**config.mk**
```make
export PLATFORM = sky130hd
export DESIGN_NAME = flac_linear_prediction_restore_core_flat
export DESIGN_NICKNAME = d
export VERILOG_FILES = /design/src/hw/rtl/flpr_pkg.sv /design/src/hw/rtl/flpr_if.sv /design/src/hw/rtl/flac_linear_prediction_restore_core.sv /design/src/flat_wrapper.sv
export VERILOG_INCLUDE_DIRS = /design/src /design/src/hw/rtl
export SDC_FILE = /design/constraint.sdc
export NUM_CORES = 2
export LEC_CHECK = 0
export ABC_AREA = 1
export BUFFER_PORTS_ARGS = -buffer_cell sky130_fd_sc_hd__buf_2
export CORE_UTILIZATION = 38
export DETAILED_ROUTE_END_ITERATION = 12
export PLACE_DENSITY = 0.52
export SKIP_LAST_GASP = 1
export SLEW_MARGIN = 20
export SYNTH_ARGS = -nofsm -noshare
export SYNTH_HDL_FRONTEND = slang
export SYNTH_SLANG_ARGS = --single-unit
```
**constraint.sdc**
```tcl
create_clock -name clk -period 94.2 [get_ports clk]
set_clock_uncertainty 0.05 [all_clocks]
set_input_delay 18.84 -clock clk [delete_from_list [all_inputs] [get_ports clk]]
set_output_delay 18.84 -clock clk [all_outputs]
set_load 0.02 [all_outputs]
```
**src/hw/rtl/flac_linear_prediction_restore_core_macros.svh**
```systemverilog
// Assertion helpers for the restore core; all sample on clk and hold off during rst.
`ifndef FLAC_LINEAR_PREDICTION_RESTORE_CORE_MACROS_SVH
`define FLAC_LINEAR_PREDICTION_RESTORE_CORE_MACROS_SVH

// Same-cycle implication.
`define FLPR_ASSERT_NOW(label, ante, cons, msg) \
  label: assert property (@(posedge clk) disable iff (rst) (ante) |-> (cons)) else $error(msg);

// Next-cycle implication.
`define FLPR_ASSERT_NEXT(label, ante, cons, msg) \
  label: assert property (@(posedge clk) disable iff (rst) (ante) |=> (cons)) else $error(msg);

`endif

```
**src/hw/rtl/flpr_pkg.sv**
```systemverilog
package flpr_pkg;

  localparam int MAX_ORDER   = 32;
  localparam int MAX_BLOCK   = 65536;
  localparam int FIXED_ORDER = 4;

  localparam int TAP_W    = $clog2(MAX_ORDER);
  localparam int ORDER_W  = 6;
  localparam int LEN_W    = 17;
  localparam int SHIFT_W  = 5;
  localparam int INDEX_W  = 5;
  localparam int VALUE_W  = 33;
  localparam int COEF_W   = 16;
  localparam int SAMPLE_W = 64;
  localparam int PROD_W   = VALUE_W + COEF_W;
  localparam int ACC_W    = PROD_W + TAP_W;
  localparam int SUM_W    = ACC_W + 1;
  localparam int ADDR_W   = 5;
  localparam int DATA_W   = 32;

  localparam logic [LEN_W-1:0] LEN_RESET = LEN_W'(4096);

  localparam logic [VALUE_W-1:0] SAT_MIN = {1'b1, {(VALUE_W-1){1'b0}}};
  localparam logic [VALUE_W-1:0] SAT_MAX = {1'b0, {(VALUE_W-1){1'b1}}};

  typedef enum logic [2:0] {
    REG_KIND    = 3'd0,
    REG_ORDER   = 3'd1,
    REG_QSHIFT  = 3'd2,
    REG_WASTED  = 3'd3,
    REG_LENGTH  = 3'd4
  } reg_idx_t;

  typedef enum logic {
    OP_LOAD_COEF = 1'b0,
    OP_SAMPLE    = 1'b1
  } op_t;

  typedef enum logic {
    KIND_FIXED = 1'b0,
    KIND_LPC   = 1'b1
  } kind_t;

  // Sequencer steps, one control word each.
  typedef enum logic [2:0] {
    ST_IDLE  = 3'd0,
    ST_CHECK = 3'd1,
    ST_MAC   = 3'd2,
    ST_DRAIN = 3'd3,
    ST_FIN   = 3'd4,
    ST_WR    = 3'd5
  } step_t;

  typedef enum logic [2:0] {
    COND_NEVER     = 3'd0,
    COND_NO_SAMPLE = 3'd1,
    COND_SKIP_TAPS = 3'd2,
    COND_TAPS_LEFT = 3'd3,
    COND_OUT_BUSY  = 3'd4
  } cond_t;

  typedef struct packed {
    logic  in_ready;
    logic  clr;
    logic  mac;
    logic  drain;
    logic  fin;
    logic  wr;
    cond_t cond;
    step_t jump;
    step_t seq;
  } ctrl_t;

  localparam logic signed [3:0] FIXED_ROWS [FIXED_ORDER][FIXED_ORDER] = '{
    '{ 4'sd1,  4'sd0,  4'sd0,  4'sd0},
    '{ 4'sd2, -4'sd1,  4'sd0,  4'sd0},
    '{ 4'sd3, -4'sd3,  4'sd1,  4'sd0},
    '{ 4'sd4, -4'sd6,  4'sd4, -4'sd1}
  };

  function automatic logic signed [COEF_W-1:0] fixed_coef(input logic [1:0] row,
                                                          input logic [1:0] tap);
    logic signed [3:0] c;
    c = FIXED_ROWS[row][tap];
    return COEF_W'(c);
  endfunction

  // Microprogram: next step is jump when the condition holds, else seq.
  function automatic ctrl_t ucode(input step_t s);
    ctrl_t w;
    w = '{in_ready: 1'b0, clr: 1'b0, mac: 1'b0, drain: 1'b0, fin: 1'b0, wr: 1'b0,
          cond: COND_NEVER, jump: ST_IDLE, seq: ST_IDLE};
    case (s)
      ST_IDLE: begin
        w.in_ready = 1'b1;
        w.clr      = 1'b1;
        w.cond     = COND_NO_SAMPLE;
        w.jump     = ST_IDLE;
        w.seq      = ST_CHECK;
      end
      ST_CHECK: begin
        w.cond = COND_SKIP_TAPS;
        w.jump = ST_FIN;
        w.seq  = ST_MAC;
      end
      ST_MAC: begin
        w.mac  = 1'b1;
        w.cond = COND_TAPS_LEFT;
        w.jump = ST_MAC;
        w.seq  = ST_DRAIN;
      end
      ST_DRAIN: begin
        w.drain = 1'b1;
        w.seq   = ST_FIN;
      end
      ST_FIN: begin
        w.fin = 1'b1;
        w.seq = ST_WR;
      end
      ST_WR: begin
        w.wr   = 1'b1;
        w.cond = COND_OUT_BUSY;
        w.jump = ST_WR;
        w.seq  = ST_IDLE;
      end
      default: begin
        w.seq = ST_IDLE;
      end
    endcase
    return w;
  endfunction

endpackage

```
**src/hw/rtl/flpr_if.sv**
```systemverilog
interface flpr_item_if;
  logic                                valid;
  logic                                ready;
  logic                                operation;
  logic [flpr_pkg::INDEX_W-1:0]        coef_index;
  logic signed [flpr_pkg::VALUE_W-1:0] value;

  modport source (output valid, operation, coef_index, value, input ready);
  modport sink (input valid, operation, coef_index, value, output ready);
endinterface

interface flpr_result_if;
  logic                                 valid;
  logic                                 ready;
  logic signed [flpr_pkg::SAMPLE_W-1:0] sample;
  logic                                 block_end;

  modport source (output valid, sample, block_end, input ready);
  modport sink (input valid, sample, block_end, output ready);
endinterface

```
**src/hw/rtl/flac_linear_prediction_restore_core.sv**
```systemverilog
// Sample item: taken in idle, check, a MAC step per tap, drain, finish, writeback
// (result registered there; it waits while the output stalls), then back to idle; warmup
// samples and order 0 skip MAC and drain. Coefficient load items give no result.
// The tap loop uses one shared 33x16 multiplier, one tap per cycle.
// Synchronous reset clears configuration (block_length 4096), history, position and
// the sequencer; the coefficient table holds garbage until loaded.
`include "flac_linear_prediction_restore_core_macros.svh"

module flac_linear_prediction_restore_core (
  input  logic                         clk,
  input  logic                         rst,
  input  logic                         psel,
  input  logic                         penable,
  input  logic                         pwrite,
  input  logic [flpr_pkg::ADDR_W-1:0]  paddr,
  input  logic [flpr_pkg::DATA_W-1:0]  pwdata,
  output logic [flpr_pkg::DATA_W-1:0]  prdata,
  output logic                         pready,
  flpr_item_if.sink                    item,
  flpr_result_if.source                result
);
  import flpr_pkg::*;

  // configuration
  logic               predictor_kind;
  logic [ORDER_W-1:0] predictor_order;
  logic [SHIFT_W-1:0] quant_shift;
  logic [SHIFT_W-1:0] wasted_bits;
  logic [LEN_W-1:0]   block_length;
  logic               cfg_write;
  reg_idx_t           cfg_sel;

  // sequencer
  step_t step, step_next;
  ctrl_t cw;
  logic  cond_hit;

  // datapath
  logic signed [VALUE_W-1:0]  history [MAX_ORDER];
  logic signed [COEF_W-1:0]   coef_table [MAX_ORDER];
  logic [LEN_W-1:0]           position;
  logic [TAP_W-1:0]           tap;
  logic signed [VALUE_W-1:0]  v_reg;
  logic signed [PROD_W-1:0]   prod;
  logic signed [ACC_W-1:0]    acc;
  logic signed [ACC_W-1:0]    shifted;
  logic signed [SUM_W-1:0]    sum;
  logic                       in_range;
  logic signed [VALUE_W-1:0]  s_fin;
  logic signed [VALUE_W-1:0]  s_reg;
  logic signed [COEF_W-1:0]   coef_sel;
  logic signed [COEF_W-1:0]   coef_rd;
  logic [ORDER_W-1:0]         order_eff;
  logic [ORDER_W-1:0]         order_m1;
  logic [LEN_W-1:0]           len_eff;
  logic [LEN_W-1:0]           pos_inc;
  logic                       warm;
  logic                       last;
  logic                       sample_acc;
  logic                       load_acc;
  logic                       out_busy;
  logic                       wr_fire;
  logic                       out_valid;
  logic signed [SAMPLE_W-1:0] out_sample;
  logic                       out_end;

  // ---------------- configuration port ----------------
  assign pready    = 1'b1;
  assign cfg_write = psel && penable && pwrite;
  assign cfg_sel   = reg_idx_t'(paddr[ADDR_W-1:2]);

  always_comb begin
    case (cfg_sel)
      REG_KIND:   prdata = DATA_W'(predictor_kind);
      REG_ORDER:  prdata = DATA_W'(predictor_order);
      REG_QSHIFT: prdata = DATA_W'(quant_shift);
      REG_WASTED: prdata = DATA_W'(wasted_bits);
      REG_LENGTH: prdata = DATA_W'(block_length);
      default:    prdata = '0;
    endcase
  end

  always_ff @(posedge clk) begin
    if (rst) begin
      predictor_kind  <= KIND_FIXED;
      predictor_order <= '0;
      quant_shift     <= '0;
      wasted_bits     <= '0;
      block_length    <= LEN_RESET;
    end else if (cfg_write) begin
      case (cfg_sel)
        REG_KIND:   predictor_kind  <= pwdata[0];
        REG_ORDER:  predictor_order <= pwdata[ORDER_W-1:0];
        REG_QSHIFT: quant_shift     <= pwdata[SHIFT_W-1:0];
        REG_WASTED: wasted_bits     <= pwdata[SHIFT_W-1:0];
        REG_LENGTH: block_length    <= pwdata[LEN_W-1:0];
        default: ;
      endcase
    end
  end

  // ---------------- derived settings ----------------
  always_comb begin
    if (predictor_kind == KIND_FIXED) begin
      order_eff = (predictor_order > ORDER_W'(FIXED_ORDER)) ? ORDER_W'(FIXED_ORDER)
                                                            : predictor_order;
    end else begin
      order_eff = (predictor_order > ORDER_W'(MAX_ORDER)) ? ORDER_W'(MAX_ORDER)
                                                          : predictor_order;
    end
    if (block_length == '0) begin
      len_eff = LEN_W'(1);
    end else if (block_length > LEN_W'(MAX_BLOCK)) begin
      len_eff = LEN_W'(MAX_BLOCK);
    end else begin
      len_eff = block_length;
    end
  end

  assign order_m1 = order_eff - ORDER_W'(1);
  assign warm     = position < LEN_W'(order_eff);
  assign pos_inc  = position + LEN_W'(1);
  assign last     = pos_inc >= len_eff;

  // ---------------- sequencer ----------------
  assign cw         = ucode(step);
  assign sample_acc = item.valid && cw.in_ready && (item.operation == OP_SAMPLE);
  assign load_acc   = item.valid && cw.in_ready && (item.operation == OP_LOAD_COEF);
  assign out_busy   = out_valid && !result.ready;
  assign wr_fire    = cw.wr && !out_busy;

  always_comb begin
    case (cw.cond)
      COND_NEVER:     cond_hit = 1'b0;
      COND_NO_SAMPLE: cond_hit = !sample_acc;
      COND_SKIP_TAPS: cond_hit = warm || (order_eff == '0);
      COND_TAPS_LEFT: cond_hit = ORDER_W'(tap) != order_m1;
      COND_OUT_BUSY:  cond_hit = out_busy;
      default:        cond_hit = 1'b0;
    endcase
    step_next = cond_hit ? cw.jump : cw.seq;
  end

  always_ff @(posedge clk) begin
    if (rst) begin
      step <= ST_IDLE;
    end else begin
      step <= step_next;
    end
  end

  // ---------------- coefficient table ----------------
  always_ff @(posedge clk) begin
    if (load_acc && (ORDER_W'(item.coef_index) < ORDER_W'(MAX_ORDER))) begin
      coef_table[item.coef_index[TAP_W-1:0]] <= item.value[COEF_W-1:0];
    end
    // Fetch one tap ahead so the registered word lines up with its MAC step.
    coef_rd <= coef_table[cw.mac ? tap + TAP_W'(1) : tap];
  end

  // ---------------- multiply-accumulate ----------------
  always_comb begin
    if (predictor_kind == KIND_FIXED) begin
      coef_sel = fixed_coef(order_m1[1:0], tap[1:0]);
    end else begin
      coef_sel = coef_rd;
    end
  end

  always_ff @(posedge clk) begin
    if (sample_acc) begin
      v_reg <= item.value;
    end
    if (cw.clr) begin
      acc  <= '0;
      prod <= '0;
      tap  <= '0;
    end else if (cw.mac) begin
      prod <= history[tap] * coef_sel;
      acc  <= acc + ACC_W'(prod);
      tap  <= tap + TAP_W'(1);
    end else if (cw.drain) begin
      acc <= acc + ACC_W'(prod);
    end
    if (cw.fin) begin
      s_reg <= s_fin;
    end
  end

  // ---------------- shift, residual add, saturate ----------------
  always_comb begin
    shifted  = (predictor_kind == KIND_LPC) ? (acc >>> quant_shift) : acc;
    sum      = SUM_W'(shifted) + SUM_W'(v_reg);
    in_range = (&sum[SUM_W-1:VALUE_W-1]) || !(|sum[SUM_W-1:VALUE_W-1]);
    if (warm) begin
      s_fin = v_reg;
    end else if (in_range) begin
      s_fin = sum[VALUE_W-1:0];
    end else begin
      s_fin = sum[SUM_W-1] ? SAT_MIN : SAT_MAX;
    end
  end

  // ---------------- history, position, output register ----------------
  always_ff @(posedge clk) begin
    if (rst) begin
      for (int i = 0; i < MAX_ORDER; i++) begin
        history[i] <= '0;
      end
      position  <= '0;
      out_valid <= 1'b0;
    end else begin
      if (wr_fire) begin
        for (int i = MAX_ORDER - 1; i > 0; i--) begin
          history[i] <= history[i-1];
        end
        history[0] <= s_reg;
        position   <= last ? '0 : pos_inc;
        out_valid  <= 1'b1;
      end else if (result.ready) begin
        out_valid <= 1'b0;
      end
    end
  end

  always_ff @(posedge clk) begin
    if (wr_fire) begin
      out_sample <= SAMPLE_W'(s_reg) << wasted_bits;
      out_end    <= last;
    end
  end

  assign item.ready       = cw.in_ready;
  assign result.valid     = out_valid;
  assign result.sample    = out_sample;
  assign result.block_end = out_end;

  // ---------------- assertions ----------------
  `FLPR_ASSERT_NOW(a_tap_in_order, step == ST_MAC, ORDER_W'(tap) < order_eff, "tap past order")
  `FLPR_ASSERT_NEXT(a_load_stays_idle, load_acc, step == ST_IDLE, "load left idle")
  `FLPR_ASSERT_NEXT(a_block_restart, wr_fire && last, position == '0, "position not restarted")
  `FLPR_ASSERT_NOW(a_result_from_wr, $rose(result.valid), $past(step == ST_WR),
                   "result without writeback")

endmodule
```
**src/flat_wrapper.sv**
```systemverilog
// flat-port wrapper written by rule: the top's interface ports become plain ports
module flac_linear_prediction_restore_core_flat import flpr_pkg::*;
  (clk, rst, psel, penable, pwrite, paddr, pwdata, prdata, pready, item_valid, item_operation, item_coef_index, item_value, item_ready, result_valid, result_sample, result_block_end, result_ready);
  flpr_item_if item_i ();
  flpr_result_if result_i ();
  input  logic clk;
  input  logic rst;
  input  logic psel;
  input  logic penable;
  input  logic pwrite;
  input  logic [flpr_pkg::ADDR_W-1:0] paddr;
  input  logic [flpr_pkg::DATA_W-1:0] pwdata;
  output logic [flpr_pkg::DATA_W-1:0] prdata;
  output logic pready;
  input wire logic [$bits(item_i.valid)-1:0] item_valid;
  input wire logic [$bits(item_i.operation)-1:0] item_operation;
  input wire logic [$bits(item_i.coef_index)-1:0] item_coef_index;
  input wire logic [$bits(item_i.value)-1:0] item_value;
  output wire logic [$bits(item_i.ready)-1:0] item_ready;
  output wire logic [$bits(result_i.valid)-1:0] result_valid;
  output wire logic [$bits(result_i.sample)-1:0] result_sample;
  output wire logic [$bits(result_i.block_end)-1:0] result_block_end;
  input wire logic [$bits(result_i.ready)-1:0] result_ready;
  assign item_i.valid = item_valid;
  assign item_i.operation = item_operation;
  assign item_i.coef_index = item_coef_index;
  assign item_i.value = item_value;
  assign item_ready = item_i.ready;
  assign result_valid = result_i.valid;
  assign result_sample = result_i.sample;
  assign result_block_end = result_i.block_end;
  assign result_i.ready = result_ready;
  flac_linear_prediction_restore_core u_core (.clk(clk), .rst(rst), .psel(psel), .penable(penable), .pwrite(pwrite), .paddr(paddr), .pwdata(pwdata), .prdata(prdata), .pready(pready), .item(item_i), .result(result_i));
endmodule
```
# Word level (Yosys, flattened, before mapping)
# Memory sizes are Yosys's and may differ from the RTL's. A register that Yosys moved wholly into a read port is not among the register bits.
# Cells that the tools add are included.
# op_classes
addsub	5
mul	1
magnitude_cmp	7
n_eq_ne	14
shifts	2
mux	72
n_bitwise	35
reduce_logical	26
# op_table
cell	count
$mux W33	35
$mux W54	3
$pmux W17 S5	1
$shl A64 B5 Y64	1
$add A54 B33 Y55	1
$add A54 B49 Y54	1
$sshr A54 B5 Y54	1
$mux W17	3
$mul A33 B16 Y49	1
$mux W16	3
$bmux W16 S2	1
$or A1 B1 Y1	32
$pmux W6 S4	1
$reduce_and A23 Y1	1
$reduce_or A23 Y1	1
$eq A3 B2 Y1 const B	6
$mux W6	3
$add A17 B1 Y17 const B	1
$ge A17 B17 Y1	1
$gt A17 B17 Y1 const B	1
$logic_not A17 Y1	1
$lt A17 B6 Y1	1
$pmux W3 S5	1
$mux W1	13
other kinds (23)	48
# totals
register_bits	294
ramBits	1568
inputBits	83
output_inout_bits	100
wordCells	179
mem_count	2
# mem_list
memory	depth	width	rd	rd_clocked_by_memory_dff	write_ports	line_no	text
u_core.history	32	33	32	1	32	flac_linear_prediction_restore_core.sv:39	logic signed [VALUE_W-1:0] history [MAX_ORDER];
u_core.coef_table	32	16	1	1	1	flac_linear_prediction_restore_core.sv:40	logic signed [COEF_W-1:0] coef_table [MAX_ORDER];

# Longest topological paths before layout
# depth
depth_word	13
mapped_depth	44
depth_no_buf	42

# Worst setup path before layout
# Ideal clock, no wire load.
# synth_path
kind	input port to flip-flop
from	in result_ready
to	mem u_core.history[0][0], enable pin
setup_time_ns	1.829
arrival_time_ns	50.989
t_required_ns	92.321
path_slack_ns	41.332
path_stages	5
n_path_buf	1
cell_sequence	nor2_1 -> nor2_1 -> inv_1 -> nand2_1 -> buf_1
# synth_rtl
element	line_no	text
start: declaration	flat_wrapper.sv:23	input wire logic [$bits(result_i.ready)-1:0] result_ready;
end: declaration	flac_linear_prediction_restore_core.sv:39	

# Worst setup path after layout
# layout_path
from	in paddr[3] in the netlist's numbering
to	out prdata[5] in the netlist's numbering
# layout_between
elab_chain_cells	2
word_cells_on_any_way	6
cone_classes	eq/ne (4); mux (1); reduce/logical (1)
# layout_lines
element	line_no	text
start: declaration	flat_wrapper.sv:11	input logic [flpr_pkg::ADDR_W-1:0] paddr;
$eq A3 B3 Y1 (tied with other cells)	flac_linear_prediction_restore_core.sv:73	case (cfg_sel)
$pmux W17 S5 (*)	flac_linear_prediction_restore_core.sv:73	
end: declaration	flat_wrapper.sv:13	output logic [flpr_pkg::DATA_W-1:0] prdata;
# Every way passes the cells marked *; elsewhere a longest branch is shown, timed or not.

==> results.md <==
* Drt first-iter violations at about 7.5k
* Layout cells sized above 1 at under 10%
* Final Cycle Share at between 40% and 50%
* HPWL Detailed at ~230,000 um
* Worst hold path type: flip-flop to flip-flop
* Post-synth cell types at 64
* Primary FF master, synth: edfxtp_1
* Status: finished, final reports clean
* Worst setup SP type: input pin
* Largest cells by area after synthesis: edfxtp_1 45%, fa_1 8.9%, inv_1 7.7%
* # rows at 199
* Worst-skew pair later-pin latency at 0.91 ns
* CTS Buf Count at around 210
* Share of the synthesized area in the top cell type at approximately 45%
* # DRC at 0
* Met3 Use GR at 2.39%
* I/O Pins at 183
* Total design power at approximately 2.7 mW
* Setup violators final at 0
* # clock sinks at roughly 1.9k
* Syn avg cell area at between 8 and 9 sq um
* Max-cap violations at 0
* First-pass GRT wire length at approximately 510,000 um
* Height of the die at ~550 um
* Largest net degree at the start of global routing at between 200 and 250
* TritonCTS clock tree: done
* Period minus WS final at approximately 40 ns
* Ys Warns at 0
* #FFs+latches synth at 1,878
* Worst slew margin at about a quarter
* Crit path DAT at 21.02 ns
* CTS root buffer: clkbuf_16
* ANT nets after route at 0
* Worst path required time at about 75 ns
* CTS Hold Bufs at 0
* Wire per inst at about 20 um
* CP Class: input pin to output pin
* Initial core utilization at 38.3%
* Post-synth EDFFs at between 1.5k and 2k
* Static leakage at 52.3 nW
* Cell taking the most area after synthesis: edfxtp_1
* CP max FO at 13
* Setup bufs post-CTS at 0
* Gr usage total at around 22%
* Largest register FFs at about 1.1k
* PD cells at roughly 22 mW/mm^2
* Worst Tran Pin Value at 1.11 ns
* CTS resizes at 0
* DR vias/cell at slightly above 5
* Area grow syn2layout at 9.84%
* Sequential fraction of the synthesis area at around 48%
* Max Slew Vio Count at 0
* Clock transition at path regs at about 0.06 ns
* Max clock buf depth at 4
* Drt total wl at about 340,000 um
* Met1 usage at 31.3%
* Core area at between 0.2 and 0.3 sq mm
* Fin nets at 13.4k
* Final hold violations at 0
* GPL Wtd Cong at a little over 0.9
* RSZ-0062 raised after global routing: no
* Die width at 547 um
* CP Capture Type: output pin
* Die Area at ~0.30 sq mm
* Port Buffers at 149
* Vias in the first global route at about 84k
* Max Fclk at 25.1 MHz
* Htree depth at 4
* Antenna violations before repair at 7
* Peak VDD IR at about 17 uV
* Top reg by flops: u_core.history
* GRT Max-Usage Layer: met2
* Met2 usage at between 30% and 40%
* Mapped cell area at 0.113 sq mm
* Setup tns final at 0 ns
* Gr ovfl total at 0
* Synthesized instance count at ~13k
* Ys async rst share at 0%
* Via count at ~85k
* Drt first pass iters at 6
[per-layer routing]
| layer | wire, um | up-vias |
|---|---|---|
| li1 | - | 41200 |
| met1 | 154000 | 41600 |
| met2 | 158000 | 2246 |
| met3 | 17500 | 406 |
| met4 | 8950 | 2 |
| met5 | 19 | - |
[critical path, stage by stage]
cell and delay (ns):
buf_2 0.17, nor2_1 0.12, inv_1 0.07, nor2_1 0.33
inv_1 0.47, o22ai_1 0.70, buf_2 0.29
[kinds of logic (layout without fill, tap and decap cells)]
logic type | count (synthesis) | count (layout) | share of synthesized area [%]
other | 2 | 21 | 0.00664
AOI/OAI and AO/OA | 2487 | 2487 | 12.5
and+or+nand+nor | 4332 | 4332 | 15.2
DFF | 1878 | 1878 | 48.3
adders and majority gates | 753 | 753 | 11.7
xor gates and xnor gates | 117 | 117 | 0.907
buffers and inverters | 3012 | 3051 | 10.2
muxes | 134 | 134 | 1.19
[per-stage QoR]
| stage | std cells | util [%] | cell area (sq um) | hold slack, ns | setup WS (ns) |
|---|---|---|---|---|---|
| floorplan | 12700 | - | 113000 | 0.393 | 41.33 |
| global placement | 16300 | 39.9 | 118000 | 0.418 | 54.35 |
| detailed placement | 16300 | 39.9 | 118000 | 0.413 | 54.36 |
| CTS | 16700 | 42.1 | 124000 | 0.426 | 54.35 |
| global route | 16700 | 42.1 | 124000 | 0.461 | 54.28 |
| finish | 16700 | 42.1 | 124000 | 0.422 | 54.29 |
[where the power goes]
group          leakage (nW)  internal [mW]  total [mW]  switching [mW]
registers              18.2          0.983        1.03          0.0442
clock network          3.21          0.452       0.799           0.347
logic                  30.9          0.251       0.846           0.595
total                  52.3           1.69        2.67           0.987
[final cells by class]
cell class	instances	area [sq um]
Fill cell	29500	171000
Sequential cell	1878	54600
Clock buffer	267	5570
Timing Repair Buffer	303	1990
Multi-Input combinational cell	7839	47100
Tap cell	3919	4900
Clock inverter	114	1040
Inverter	2367	8910
Antenna cell	5	12.5
[cells in the mapped netlist, types with 45 or more instances]
cell type / n
nor2_1: 2214
o22ai_1: 87
o211ai_1: 78
mux2i_1: 133
buf_2: 113
clkbuf_1: 447
nand4_1: 55
dfxtp_1: 179
inv_1: 2324
o221ai_1: 188
a21oi_1: 730
edfxtp_1: 1699
o21ai_0: 1153
nand3_1: 309
ha_1: 250
buf_1: 62
nand2_1: 1613
nor3_1: 45
xor2_1: 77
fa_1: 503
[layout by cell type, fill, tap and decap left out, types with 17 or more instances in the layout]
master	count
fa_1	503
nor3_1	45
o211ai_1	78
ha_1	250
buf_2	149
o21ai_0	1148
clkinv_2	36
inv_1	2318
o311ai_0	34
clkinv_1	56
nand2_1	1608
xnor2_1	40
buf_4	147
nand3_1	309
nand4_1	55
a21oi_1	729
mux2i_1	133
o21bai_1	19
clkbuf_1	50
o21ai_1	17
nor2_1	2203
o22ai_1	87
inv_2	33
a31oi_1	41
edfxtp_1	1699
nor2_2	20
a21oi_2	32
clkbuf_16	213
xor2_1	74
o221ai_1	188
dfxtp_1	170
[worst paths after layout]
kind                                     start               to  slack (ns)  cells after the start
worst max-delay path                  paddr[3]        prdata[5]       54.29                      7
worst min-delay path            u_core.prod[2]   u_core.prod[2]        0.42                      2
worst max register to register   u_core.tap[0]  u_core.prod[48]       83.56                     34
worst min register to register  u_core.prod[2]   u_core.prod[2]        0.42                      2
No activity file was read; power rests on OpenSTA's default activity.
